--- src/hdl/assert_macros.svh ---
// ----------------------------------------------------------------------------
// Assertion macros
// Concurrent assertion wrappers used by the mode tracker datapath.
// ----------------------------------------------------------------------------
`ifndef ASSERT_MACROS_SVH
`define ASSERT_MACROS_SVH

// Invariant checked at every clock edge outside reset.
`define MMT_ASSERT(lbl, clk, rst, prop, msg) \
  lbl: assert property (@(posedge clk) disable iff (rst) (prop)) else $error(msg);

// Consequence checked in the cycle after its trigger.
`define MMT_ASSERT_NEXT(lbl, clk, rst, ante, cons, msg) \
  lbl: assert property (@(posedge clk) disable iff (rst) (ante) |=> (cons)) else $error(msg);

`endif

--- src/hdl/mmt_pkg.sv ---
// ----------------------------------------------------------------------------
// mmt_pkg
// Field widths, command and status codes, and controller/datapath bundles.
// ----------------------------------------------------------------------------
package mmt_pkg;

  localparam int unsigned DEF_VALUE_RANGE = 1024;
  localparam int unsigned DEF_COUNT_LIMIT = 1024;

  localparam int unsigned CMD_W   = 2;
  localparam int unsigned VALUE_W = 10;
  localparam int unsigned STAT_W  = 2;
  localparam int unsigned TOP_W   = 11;
  localparam int unsigned MODE_W  = 10;
  localparam int unsigned IN_W    = 16;
  localparam int unsigned OUT_W   = 24;

  localparam logic [CMD_W-1:0] CMD_ADD    = 2'd0;
  localparam logic [CMD_W-1:0] CMD_REMOVE = 2'd1;
  localparam logic [CMD_W-1:0] CMD_QUERY  = 2'd2;

  localparam logic [STAT_W-1:0] ST_OK        = 2'd0;
  localparam logic [STAT_W-1:0] ST_ABSENT    = 2'd1;
  localparam logic [STAT_W-1:0] ST_SATURATED = 2'd2;
  localparam logic [STAT_W-1:0] ST_EMPTY     = 2'd3;

  typedef struct packed {
    logic              clr_step;
    logic              latch_in;
    logic              rd_vc;
    logic              rd_pop;
    logic              upd1;
    logic              upd2;
    logic              scan_start;
    logic              scan_step;
    logic              set_res;
    logic [STAT_W-1:0] res_status;
    logic              res_from_scan;
    logic              emit;
  } mmt_cmd_t;

  typedef struct packed {
    logic clr_done;
    logic is_add;
    logic is_remove;
    logic in_range;
    logic top_zero;
    logic saturated;
    logic absent;
    logic hit;
    logic out_free;
  } mmt_stat_t;

endpackage

--- src/hdl/mmt_ctrl.sv ---
// ----------------------------------------------------------------------------
// mmt_ctrl
// Sequencer: clear pass, command decode, read-modify-write steps, mode scan.
// ----------------------------------------------------------------------------
module mmt_ctrl
  import mmt_pkg::*;
(
  input  logic      clk,
  input  logic      rst,
  input  logic      s_tvalid,
  output logic      s_tready,
  input  mmt_stat_t stat,
  output mmt_cmd_t  cmd
);

  localparam logic [3:0] S_CLEAR  = 4'd0;
  localparam logic [3:0] S_IDLE   = 4'd1;
  localparam logic [3:0] S_DECODE = 4'd2;
  localparam logic [3:0] S_CHK    = 4'd3;
  localparam logic [3:0] S_UPD1   = 4'd4;
  localparam logic [3:0] S_UPD2   = 4'd5;
  localparam logic [3:0] S_SCAN   = 4'd6;
  localparam logic [3:0] S_EMIT   = 4'd7;

  logic [3:0] state;
  logic [3:0] state_next;

  always_ff @(posedge clk) begin
    if (rst) begin
      state <= S_CLEAR;
    end else begin
      state <= state_next;
    end
  end

  assign s_tready = (state == S_IDLE);

  always_comb begin
    cmd        = '0;
    state_next = state;
    unique case (state)
      S_CLEAR: begin
        cmd.clr_step = 1'b1;
        if (stat.clr_done) state_next = S_IDLE;
      end
      S_IDLE: begin
        if (s_tvalid) begin
          cmd.latch_in = 1'b1;
          state_next   = S_DECODE;
        end
      end
      S_DECODE: begin
        if (!stat.is_add && !stat.is_remove) begin
          if (stat.top_zero) begin
            cmd.set_res    = 1'b1;
            cmd.res_status = ST_EMPTY;
            state_next     = S_EMIT;
          end else begin
            cmd.scan_start = 1'b1;
            state_next     = S_SCAN;
          end
        end else if (!stat.in_range) begin
          cmd.set_res    = 1'b1;
          cmd.res_status = stat.is_add ? ST_SATURATED : ST_ABSENT;
          state_next     = S_EMIT;
        end else begin
          cmd.rd_vc  = 1'b1;
          state_next = S_CHK;
        end
      end
      S_CHK: begin
        if (stat.is_add && stat.saturated) begin
          cmd.set_res    = 1'b1;
          cmd.res_status = ST_SATURATED;
          state_next     = S_EMIT;
        end else if (stat.is_remove && stat.absent) begin
          cmd.set_res    = 1'b1;
          cmd.res_status = ST_ABSENT;
          state_next     = S_EMIT;
        end else begin
          cmd.rd_pop = 1'b1;
          state_next = S_UPD1;
        end
      end
      S_UPD1: begin
        cmd.upd1   = 1'b1;
        state_next = S_UPD2;
      end
      S_UPD2: begin
        cmd.upd2       = 1'b1;
        cmd.set_res    = 1'b1;
        cmd.res_status = ST_OK;
        state_next     = S_EMIT;
      end
      S_SCAN: begin
        if (stat.hit) begin
          cmd.set_res       = 1'b1;
          cmd.res_status    = ST_OK;
          cmd.res_from_scan = 1'b1;
          state_next        = S_EMIT;
        end else begin
          cmd.scan_step = 1'b1;
        end
      end
      S_EMIT: begin
        if (stat.out_free) begin
          cmd.emit   = 1'b1;
          state_next = S_IDLE;
        end
      end
      default: begin
        state_next = S_IDLE;
      end
    endcase
  end

endmodule

--- config.mk ---
export PLATFORM = sky130hd
export DESIGN_NAME = mmt_ctrl
export DESIGN_NICKNAME = d
export VERILOG_FILES = /design/src/hdl/assert_macros.svh /design/src/hdl/mmt_pkg.sv /design/src/hdl/mmt_ctrl.sv
export SDC_FILE = /design/constraint.sdc
export NUM_CORES = 1
export LEC_CHECK = 0
export BUFFER_PORTS_ARGS = -buffer_cell sky130_fd_sc_hd__buf_4
export CORE_AREA = 2 2 39 41
export DETAILED_ROUTE_END_ITERATION = 10
export DIE_AREA = 0 0 41 43
export GPL_ROUTABILITY_DRIVEN = 0
export SETUP_SLACK_MARGIN = 0.02
export SLEW_MARGIN = 20
export SYNTH_ARGS = -nofsm -noshare
export SYNTH_HDL_FRONTEND = slang
export SYNTH_SLANG_ARGS = --single-unit
--- constraint.sdc ---
create_clock -name clk -period 2.7 [get_ports clk]
set_clock_uncertainty 0.1 [all_clocks]
set_input_delay 0.54 -clock clk [delete_from_list [all_inputs] [get_ports clk]]
set_output_delay 0.54 -clock clk [all_outputs]
set_load 0.02 [all_outputs]
After elaboration in Yosys (flattened, before gate mapping)
Index checks and enable logic that the tools add are counted.

Equality and inequality tests: 11. Multiplexer cells: 37. Reductions and logical operators: 7.

Operator list (number): $pmux W4 S8 (1); $mux W4 (7); $mux W1 (20); $mux W3 (6); $eq A4 B3 Y1 const B (4); $pmux W3 S4 (1); $eq A4 B2 Y1 const B (2); $ne A2 B2 Y1 const B (4); $eq A4 B1 Y1 const B (1); $logic_not A4 Y1 (1); $mux W2 (2); $reduce_and A4 Y1 (1); $logic_and A1 B1 Y1 (3); $logic_not A1 Y1 (2).

Register bits: 4. Input bits: 12. Output and inout bits: 14. Word-level logic and storage cells: 56.

Depth between registers and ports, before layout
Gate-level depths: netlist (run 1).

Depth after elaboration: 4. Mapped depth: 5. Mapped depth without buffers: 4.

Least setup slack after synthesis (run 1)
No wires, ideal clock.

Path type: input port to output port. Start point: input port stat[6] in the netlist's numbering. End point: output port cmd[2] in the netlist's numbering. Arrival time: 1.472 ns. Path slack: 0.588 ns. Stages on the path: 3. Path through: o21ai_0 nand4_1 o21ai_0.

RTL lines: from (decl) (line mmt_ctrl.sv:12) `input mmt_stat_t stat,`; to (decl) (line mmt_ctrl.sv:13) `output mmt_cmd_t cmd`.

==> flow_summary_export.csv, run 1 <==
group,metric,value,unit
clock_tree,cts_buffers,3,
min_path,hold_path_class,"in2reg",
worst_setup_path,critPathArrivalTime,1700,ps
routing,dr_total_vias,491,
pwr,switchingPower,100,µW
worst_setup_path,cp.required,2060,ps
pwr,ir_drop,0.231,mV
grt,first_global_vias,429,
synth,synthTopCellsByCount,"nor2_1 (10), nand2_1 (7), nor3_1 (4)",
min_path,hold_start,"rst",
clock_tree,clock_path_buffers,2,
cells_and_area,area_growth,60.9,%
cells_and_area,final_cell_area,582,µm²
clock_tree,cts-root-buf,"clkbuf_4",
worst_setup_path,r2r_start,"state[1]$_SDFFE_PP0P_",
pwr,combPwrFrac,0.463,
grt,antenna_found_initial,0,
grt,grt_overflow_total,0,
synth,ys.warnings.count,0,
clock_tree,hold_buffers,0,
worst_setup_path,crit_path_start_kind,"input port",
synth,synth_flop_cell,"dfxtp_1",
sta,tightest_slew,342,ps
routing,drt_wl_total,1050,µm
sta,rsz0062_at_grt,"no",
floorplan,die_h,43,µm
cells_and_area,final_nets,95,
floorplan,start_util,0.261,
synth,syn_inst,55,
synth,synth_most_common_cell,"nor2_1",
cells_and_area,top_register,"state",
floorplan,ioPinCount,26,
synth,synth_seq_area_share,0.166,
synth,synth_edf_count,0,
worst_setup_path,worst-setup-path-type,"in2out",
grt,grt_max_degree,12,
clock_tree,cts_resized,0,
run,drv_cap,0,
pwr,swShare,0.377,
cells_and_area,top_regs,"state: 3 flops",
pwr,pwr-share-seq,0.250,
synth,syn_avg_cell_area,6.57,µm²
worst_setup_path,critPathLaunch,"stat[6]",
synth,synth_cell_types,26,
status,status,"complete, no violations",
clock_tree,clkTransAtPathRegs,30,ps
synth,synth_top_area_frac,0.166,
pwr,p_leak,0.277,nW
pwr,clockPowerShare,0.286,
synth,syn-num-nets,67,
grt,grt_use_total,0.128,
sta,final_max_slew_viol_count,0,
synth,synth_area,362,µm²
floorplan,die_w,41,µm
placed_design,placed_cell_area,556,µm²
placed_design,io_buffers,25,
placed_design,place_hpwl,853,µm
pwr,power_density,456,nW/µm²
clock_tree,cts_tree,"built",
floorplan,core_area,1380,µm²
pwr,p_int,165,µW
sta,fin_ws,364,ps
synth,ys_seq_elements,3,
sta,finalCritPeriodShare,0.865,
sta,finalHoldViolCount,0,
clock_tree,htreeDepth,1,
sta,fin_crit,2340,ps
sta,max_freq,0.428,GHz
cells_and_area,antenna_cells,0,
routing,drt_iter0_drc,9,
sta,setup_viol,0,
clock_tree,insertion_delay,230,ps
clock_tree,cts_setup_buffers,0,
worst_setup_path,end_kind,"output pin",
synth,ys_top_cells_by_area,"dfxtp_1 (17%), nor2_1 (10%), nand2_1 (7.3%)",
grt,grt_pass1_wl,1640,µm
clock_tree,clkSinkCount,3,
worst_setup_path,path_max_fanout,5,
routing,ant_nets,0,
routing,drc,0,
floorplan,num_rows,14,
sta,slew_headroom,0.772,
cells_and_area,drive_gt1_frac,0.402,
placed_design,dp_worst_setup_slack,370,ps
routing,routedWlPerCell,10.7,µm
synth,yosysTopAreaCell,"dfxtp_1",
routing,routed_via_density,5.01,
synth,ys_async_sr_fraction,0,
floorplan,dieArea,1760,µm²
sta,tns,0,ps
cells_and_area,largest_reg_flops,3,
routing,drt_first_pass_iters,4,
## stage by stage
| step | total power, mW | cells | utilization | hold slack (ps) |
|---|---|---|---|---|
| after detailed placement | 0.190 | 94 | 0.401 | 482 |
| after global placement | 0.190 | 94 | 0.401 | 476 |
| after global routing | 0.287 | 98 | 0.420 | 489 |
| after floorplan | 0.143 | 55 | - | 440 |
| final | 0.265 | 98 | 0.420 | 486 |
| after CTS | 0.268 | 98 | 0.420 | 485 |
## routing by layer
metal / share of wire / track usage / up-vias
met5: 0 / 0 / -
met1: 0.42 / 0.158 / 216
met4: 0 / 0.0400 / 0
met2: 0.48 / 0.216 / 21
li1: - / - / 254
met3: 0.095 / 0.0157 / 0
## layout by cell type (no fill, tap or decap), types with 2 or more instances in the layout
cell       n
inv_1      3
o21ai_0    3
nand2_1    7
nor2_1    10
dfxtp_1    3
a21oi_1    3
clkbuf_4   3
o22ai_1    2
buf_4     26
nand4_1    2
nor3_1     4
## power by group through the flow
stage	Clock, mW	Sequential, mW	Combinational, mW
final	0.0760	0.0665	0.123
after CTS	0.0780	0.0661	0.124
after detailed placement	0	0.0668	0.124
after floorplan	0	0.0531	0.0900
after global placement	0	0.0672	0.123
after global routing	0.0836	0.0690	0.135
## final timing paths
kind,end,slack (ps),cells after the start
setup / recovery,cmd[3],360,6
setup reg to reg,state[1]$_SDFFE_PP0P_,1100,4
hold reg to reg,state[2]$_SDFFE_PP0P_,490,2
hold / removal,state[0]$_SDFFE_PP0P_,490,3
## kinds of logic (layout without fill, tap and decap cells)
logic type	Yosys count	after routing	synth area share
and+or+nand+nor	30	30	0.436
buffers and inverters	6	33	0.0900
DFF	3	3	0.166
AOI/OAI and AO/OA	15	15	0.277
muxes	1	1	0.0311
## cell type report
type                    count  area (µm²)
clock buffers               4        26.3
fillers                   142         802
inverters                   3        11.3
multi-input cells          46         269
flip-flops and latches      3        60.1
well taps                  16        20.0
repair buffers             26         195
## worst max-delay path: stages
cell and delay (ps):
buf_4 130, or3_4 400, nand4_1 150, a21boi_0 210, o22ai_1 100, buf_4 160
Note: power is estimated with default switching activity, not from simulation.
==> run 2, diff against run 1 <==
--- a/config.mk
+++ b/config.mk
@@ -7,10 +7,11 @@
 export LEC_CHECK = 0
 export BUFFER_PORTS_ARGS = -buffer_cell sky130_fd_sc_hd__buf_4
 export CORE_AREA = 2 2 39 41
+export CTS_BUF_LIST = sky130_fd_sc_hd__clkbuf_8
 export DETAILED_ROUTE_END_ITERATION = 10
 export DIE_AREA = 0 0 41 43
 export GPL_ROUTABILITY_DRIVEN = 0
-export SETUP_SLACK_MARGIN = 0.02
+export SETUP_SLACK_MARGIN = 0.4
 export SLEW_MARGIN = 20
 export SYNTH_ARGS = -nofsm -noshare
 export SYNTH_HDL_FRONTEND = slang
==> constraint.sdc (replaced) <==
create_clock -name clk -period 2.9 [get_ports clk]
set_clock_uncertainty 0.1 [all_clocks]
set_input_delay 0.58 -clock clk [delete_from_list [all_inputs] [get_ports clk]]
set_output_delay 0.58 -clock clk [all_outputs]
set_load 0.02 [all_outputs]
==> run 2 against run 1 <==
  * Utilization up 0.81 points
  * Sequential power is 7.4% lower
  * Non-clock buffer count decreased by 1
  * Wire length shrank 2.4%
  * Register-to-register slack improved by 220 ps
  * First-iteration DRC count increased by 44%
  * Sequential share of layout area fell by 0.20 points
  * Global-route usage rose by 0.088 points
  * Via count down 2.2%
  * Worst hold slack worse by 4.1 ps
  * Design area rose by 1.9%
  * Critical path depth unchanged
==> flow_summary_export.csv, run 2 (same netlist as run 1, synthesis figures left out) <==
group,metric,value,unit
cells_and_area,top_regs,"state: 3 flops",
grt,grt_overflow_total,0,
cells_and_area,mostFrequentLayoutCell,"buf_4",
sta,rsz0062_at_grt,"no",
sta,tightest_slew,331,ps
cells_and_area,nFillCells,144,
pwr,power_density,497,nW/µm²
routing,drt_wl_total,1020,µm
cells_and_area,largest_reg_flops,3,
grt,grt_pass1_wl,1570,µm
placed_design,placed_cell_area,548,µm²
worst_setup_path,cp.required,2220,ps
clock_tree,clock_path_buffers,2,
status,status,"complete, no violations",
floorplan,die_w,41,µm
worst_setup_path,worst-setup-path-type,"in2out",
worst_setup_path,cp_cell_sequence,"buf_4, or3_4, nand4_1, a21boi_1, o22ai_1, buf_4",
grt,grt_max_degree,12,
worst_setup_path,crit_path_start_kind,"input port",
routing,routed_via_density,4.95,
clock_tree,clkSinkCount,3,
cells_and_area,area_growth,64.0,%
run,drv_cap,0,
cells_and_area,top_register,"state",
worst_setup_path,r2r_start,"state[1]$_SDFFE_PP0P_",
sta,fin_crit,2370,ps
worst_setup_path,path_max_fanout,5,
floorplan,ioPinCount,26,
floorplan,die_h,43,µm
placed_design,place_hpwl,815,µm
clock_tree,cts-root-buf,"clkbuf_8",
clock_tree,cts_resized,0,
clock_tree,insertion_delay,220,ps
grt,first_global_vias,399,
cells_and_area,antenna_cells,0,
floorplan,core_area,1380,µm²
floorplan,dieArea,1760,µm²
worst_setup_path,worst_path_most_repeated_cell,"buf_4",
worst_setup_path,regToRegEndpoint,"state[1]$_SDFFE_PP0P_",
routing,drt_first_pass_iters,4,
worst_setup_path,critPathLaunch,"stat[6]",
cells_and_area,drive_gt1_frac,0.395,
clock_tree,clkTransAtPathRegs,30,ps
worst_setup_path,rrSetupSlack,1320,ps
worst_setup_path,critPathArrivalTime,1690,ps
worst_setup_path,crit_buf_inv,2,
clock_tree,hold_buffers,0,
cells_and_area,final_cell_area,593,µm²
worst_setup_path,critPathSlowestCell,"or3_4",
cells_and_area,final_nets,94,
clock_tree,cts_setup_buffers,0,
sta,finalCritPeriodShare,0.816,
pwr,ir_drop,0.230,mV
pwr,p_leak,0.284,nW
worst_setup_path,path_delay_family,"simple AND/OR/NAND/NOR gates",
clock_tree,cts_tree,"built",
routing,ant_nets,0,
clock_tree,cts_buffers,3,
cells_and_area,final_cell_mix,"buf_4 (25), nor2_1 (10), nand2_1 (7), inv_1 (4), nor3_1 (4)",
sta,setup_viol,0,
sta,final_max_slew_viol_count,0,
worst_setup_path,crit_cells,6,
worst_setup_path,crit_end,"cmd[3]",
grt,grt_use_total,0.128,
worst_setup_path,critPathMaxStageDelay,400,ps
min_path,hold_path_class,"reg2reg",
grt,antenna_found_initial,0,
worst_setup_path,end_kind,"output pin",
sta,tns,0,ps
placed_design,io_buffers,25,
floorplan,num_rows,14,
sta,slew_headroom,0.779,
routing,routedWlPerCell,10.5,µm
sta,finalHoldViolCount,0,
routing,drt_iter0_drc,13,
clock_tree,htreeDepth,1,
floorplan,start_util,0.261,
routing,drc,0,
routing,dr_total_vias,480,
sta,max_freq,0.423,GHz
worst_setup_path,worstRegToRegCells,4,
## run 2: layer usage
layer | vias to the layer above | part of all wire | GRT usage
li1 | 252 | - | -
met1 | 208 | 0.43 | 0.167
met2 | 18 | 0.47 | 0.191
met3 | 2 | 0.087 | 0.0471
met4 | 0 | 0.015 | 0.0400
met5 | - | 0 | 0
## run 2: report_power, final
group	switching (mW)	internal, mW
combinational	0.0577	0.0544
clock	0.0307	0.0904
sequential	0.0144	0.0473
total	0.103	0.192
## run 2: worst register-to-register path: cells and delay by family, from the launching register on
kind | cells | cell delay (ps)
DFF | 1 | 390
and+or+nand+nor | 1 | 300
AOI/OAI and AO/OA | 2 | 360
muxes | 1 | 310
## run 2: how the worst min path moves through the flow
stage / start / endpoint / slack (ps) / cells after the start
after detailed placement: state[2]$_SDFFE_PP0P_ / state[2]$_SDFFE_PP0P_ / 480 / 2
after global routing: state[2]$_SDFFE_PP0P_ / state[2]$_SDFFE_PP0P_ / 550 / 2
final: state[2]$_SDFFE_PP0P_ / state[2]$_SDFFE_PP0P_ / 480 / 2
after floorplan: state[2]$_SDFFE_PP0P_ / state[2]$_SDFFE_PP0P_ / 440 / 3
after global placement: state[2]$_SDFFE_PP0P_ / state[2]$_SDFFE_PP0P_ / 490 / 2
after CTS: state[2]$_SDFFE_PP0P_ / state[2]$_SDFFE_PP0P_ / 480 / 2
## run 2: area by class of cell
cell class                 instances  area, µm²  area share
inverter                           3       11.3      0.0190
sequential                         3       60.1       0.101
clock inverter                     1       3.75     0.00633
clock buffer                       3       41.3      0.0696
timing repair buffer              25        188       0.316
tap                               16       20.0      0.0338
multi-input combinational         46        269       0.454
## run 2: stage by stage
stage | total power [mW] | setup slack, ps | cells | utilization | hold slack [ps]
after floorplan | 0.133 | 708 | 55 | - | 440
after global placement | 0.176 | 520 | 93 | 0.396 | 486
after detailed placement | 0.175 | 495 | 93 | 0.396 | 476
after CTS | 0.298 | 492 | 97 | 0.429 | 480
after global routing | 0.314 | 427 | 97 | 0.429 | 550
final | 0.295 | 535 | 97 | 0.429 | 482
==> run 3, diff against run 2 <==
==> constraint.sdc (replaced) <==
create_clock -name clk -period 2.2 [get_ports clk]
set_clock_uncertainty 0.1 [all_clocks]
set_input_delay 0.44 -clock clk [delete_from_list [all_inputs] [get_ports clk]]
set_output_delay 0.44 -clock clk [all_outputs]
set_load 0.02 [all_outputs]
==> run 3 against run 2 <==
  * Global-route usage grew 1.0 points
  * Combinational power grew 68%
  * Non-clock buffer count grew 9
  * Via count grew 7.5%
  * Highest routed layer is now met3
==> flow_summary_export.csv, run 3 (same netlist as run 1, synthesis figures left out) <==
group,metric,value,unit
cells_and_area,top_register,"state",
sta,rsz0062_at_grt,"yes",
routing,drt_first_pass_iters,3,
pwr,power_density,579,nW/µm²
pwr,p_leak,0.335,nW
pwr,clockPowerShare,0.358,
routing,drt-met1-wl,511,µm
sta,tns,0,ps
worst_setup_path,critPathArrivalTime,1440,ps
routing,routedWlPerCell,11.2,µm
sta,max_freq,0.505,GHz
floorplan,num_rows,14,
run,drv_cap,0,
pwr,p_int,278,µW
cells_and_area,area_growth,99.7,%
floorplan,dieArea,1760,µm²
clock_tree,insertion_delay,210,ps
cells_and_area,largest_reg_flops,3,
grt,grt_max_degree,12,
sta,finalHoldViolCount,0,
cells_and_area,top_regs,"state: 3 flops",
placed_design,io_buffers,25,
pwr,combPwrFrac,0.449,
worst_setup_path,worst-setup-path-type,"in2out",
clock_tree,cts_buffers,3,
routing,dr.max_layer_used,"met3",
min_path,hold_path_class,"in2reg",
clock_tree,clkTransAtPathRegs,30,ps
routing,wl_met3,79,µm
cells_and_area,antenna_cells,0,
clock_tree,clock_path_buffers,2,
pwr,pwr-share-seq,0.193,
sta,fin_crit,1980,ps
worst_setup_path,rrSetupSlack,650,ps
routing,drt_iter0_drc,9,
worst_setup_path,crit_path_start_kind,"input port",
floorplan,die_w,41,µm
clock_tree,clkSinkCount,3,
placed_design,dp.cells,96,
grt,grt_use_total,0.138,
clock_tree,cts_tree,"built",
worst_setup_path,cp.required,1660,ps
placed_design,placed_cell_area,576,µm²
cells_and_area,final_nets,103,
clock_tree,cts-root-buf,"clkbuf_8",
sta,final_max_slew_viol_count,0,
grt,grt_overflow_total,0,
grt,first_global_vias,451,
cells_and_area,mostFrequentLayoutCell,"buf_4",
worst_setup_path,path_max_fanout,2,
floorplan,core_area,1380,µm²
pwr,ir_drop,0.303,mV
clock_tree,htreeDepth,1,
sta,slew_headroom,0.799,
cells_and_area,final_cell_mix,"buf_4 (29), nor2_1 (8), nand2_1 (7), inv_1 (4), buf_6 (4)",
sta,tightest_slew,301,ps
placed_design,place_hpwl,854,µm
cells_and_area,stdcell_count,106,
floorplan,ioPinCount,26,
routing,drt_wl_total,1190,µm
sta,setup_viol,0,
pwr,switchingPower,140,µW
routing,wl_met2,601,µm
cells_and_area,final_cell_area,722,µm²
cells_and_area,drive_gt1_frac,0.567,
grt,antenna_found_initial,0,
sta,finalCritPeriodShare,0.899,
routing,ant_nets,0,
routing,routed_via_density,4.87,
status,status,"complete, no violations",
worst_setup_path,end_kind,"output pin",
floorplan,die_h,43,µm
routing,dr_total_vias,516,
pwr,swShare,0.334,
routing,drc,0,
grt,grt_pass1_wl,1750,µm
floorplan,start_util,0.261,
-- run 3: cell count changes in the layout (fill, tap and decap cells not counted), moves of 2 or more --
cell	previous run	this run
buf_4	25	29
nor2_1	10	8
buf_6	0	4
dfxtp_1	3	0
dfxtp_4	0	2
-- run 3: layout make-up --
| class | count | area (µm²) |
|---|---|---|
| Timing Repair Buffer | 34 | 278 |
| Clock buffer | 3 | 41.3 |
| Fill cell | 127 | 662 |
| Inverter | 3 | 11.3 |
| Sequential cell | 3 | 68.8 |
| Clock inverter | 1 | 3.75 |
| Tap cell | 16 | 20.0 |
| Multi-Input combinational cell | 46 | 299 |
-- run 3: worst paths after layout --
path                         startpoint                    end  depth (start not counted)
hold reg to reg   state[2]$_SDFFE_PP0P_  state[2]$_SDFFE_PP0P_                          2
setup / recovery                stat[4]                 cmd[3]                          6
setup reg to reg  state[1]$_SDFFE_PP0P_  state[1]$_SDFFE_PP0P_                          4
hold / removal                      rst  state[0]$_SDFFE_PP0P_                          3
-- run 3: what timing repair did --
| action | in CTS | in global routing |
|---|---|---|
| endpoints found under the setup margin | 9 | 8 |
| buffers inserted | 2 | 4 |
| cloned | 0 | 0 |
| pin swaps | 3 | 4 |
| hold buffers | 0 | 0 |
| resized for setup | 18 | 3 |
-- run 3: per-layer routing --
layer | track usage | vias to the layer above
met1 | 0.167 | 229
met3 | 0.0314 | 0
met4 | 0.0200 | 0
met5 | 0 | -
li1 | - | 272
met2 | 0.241 | 15
-- run 3: critical path: stages --
cell and delay, ps:
buf_6 90, or3_4 370, nand4_1 120, a21boi_2 180, o22ai_1 80, buf_4 160
-- run 3: through the flow --
stage	hold WS [ps]	utilization	power, mW	worst slack, ps
4_1_cts	392	0.495	0.408	273
3_3_place_gp	477	0.416	0.241	150
5_1_grt	408	0.522	0.446	188
6_report	396	0.522	0.418	222
3_5_place_dp	478	0.416	0.240	132
2_1_floorplan	440	-	0.177	288
-- run 3: power by group through the flow --
stage / logic, mW / registers (mW) / clock network, mW
2_1_floorplan: 0.112 / 0.0652 / 0
3_3_place_gp: 0.161 / 0.0796 / 0
3_5_place_dp: 0.161 / 0.0791 / 0
4_1_cts: 0.174 / 0.0806 / 0.154
5_1_grt: 0.202 / 0.0832 / 0.160
6_report: 0.188 / 0.0805 / 0.150
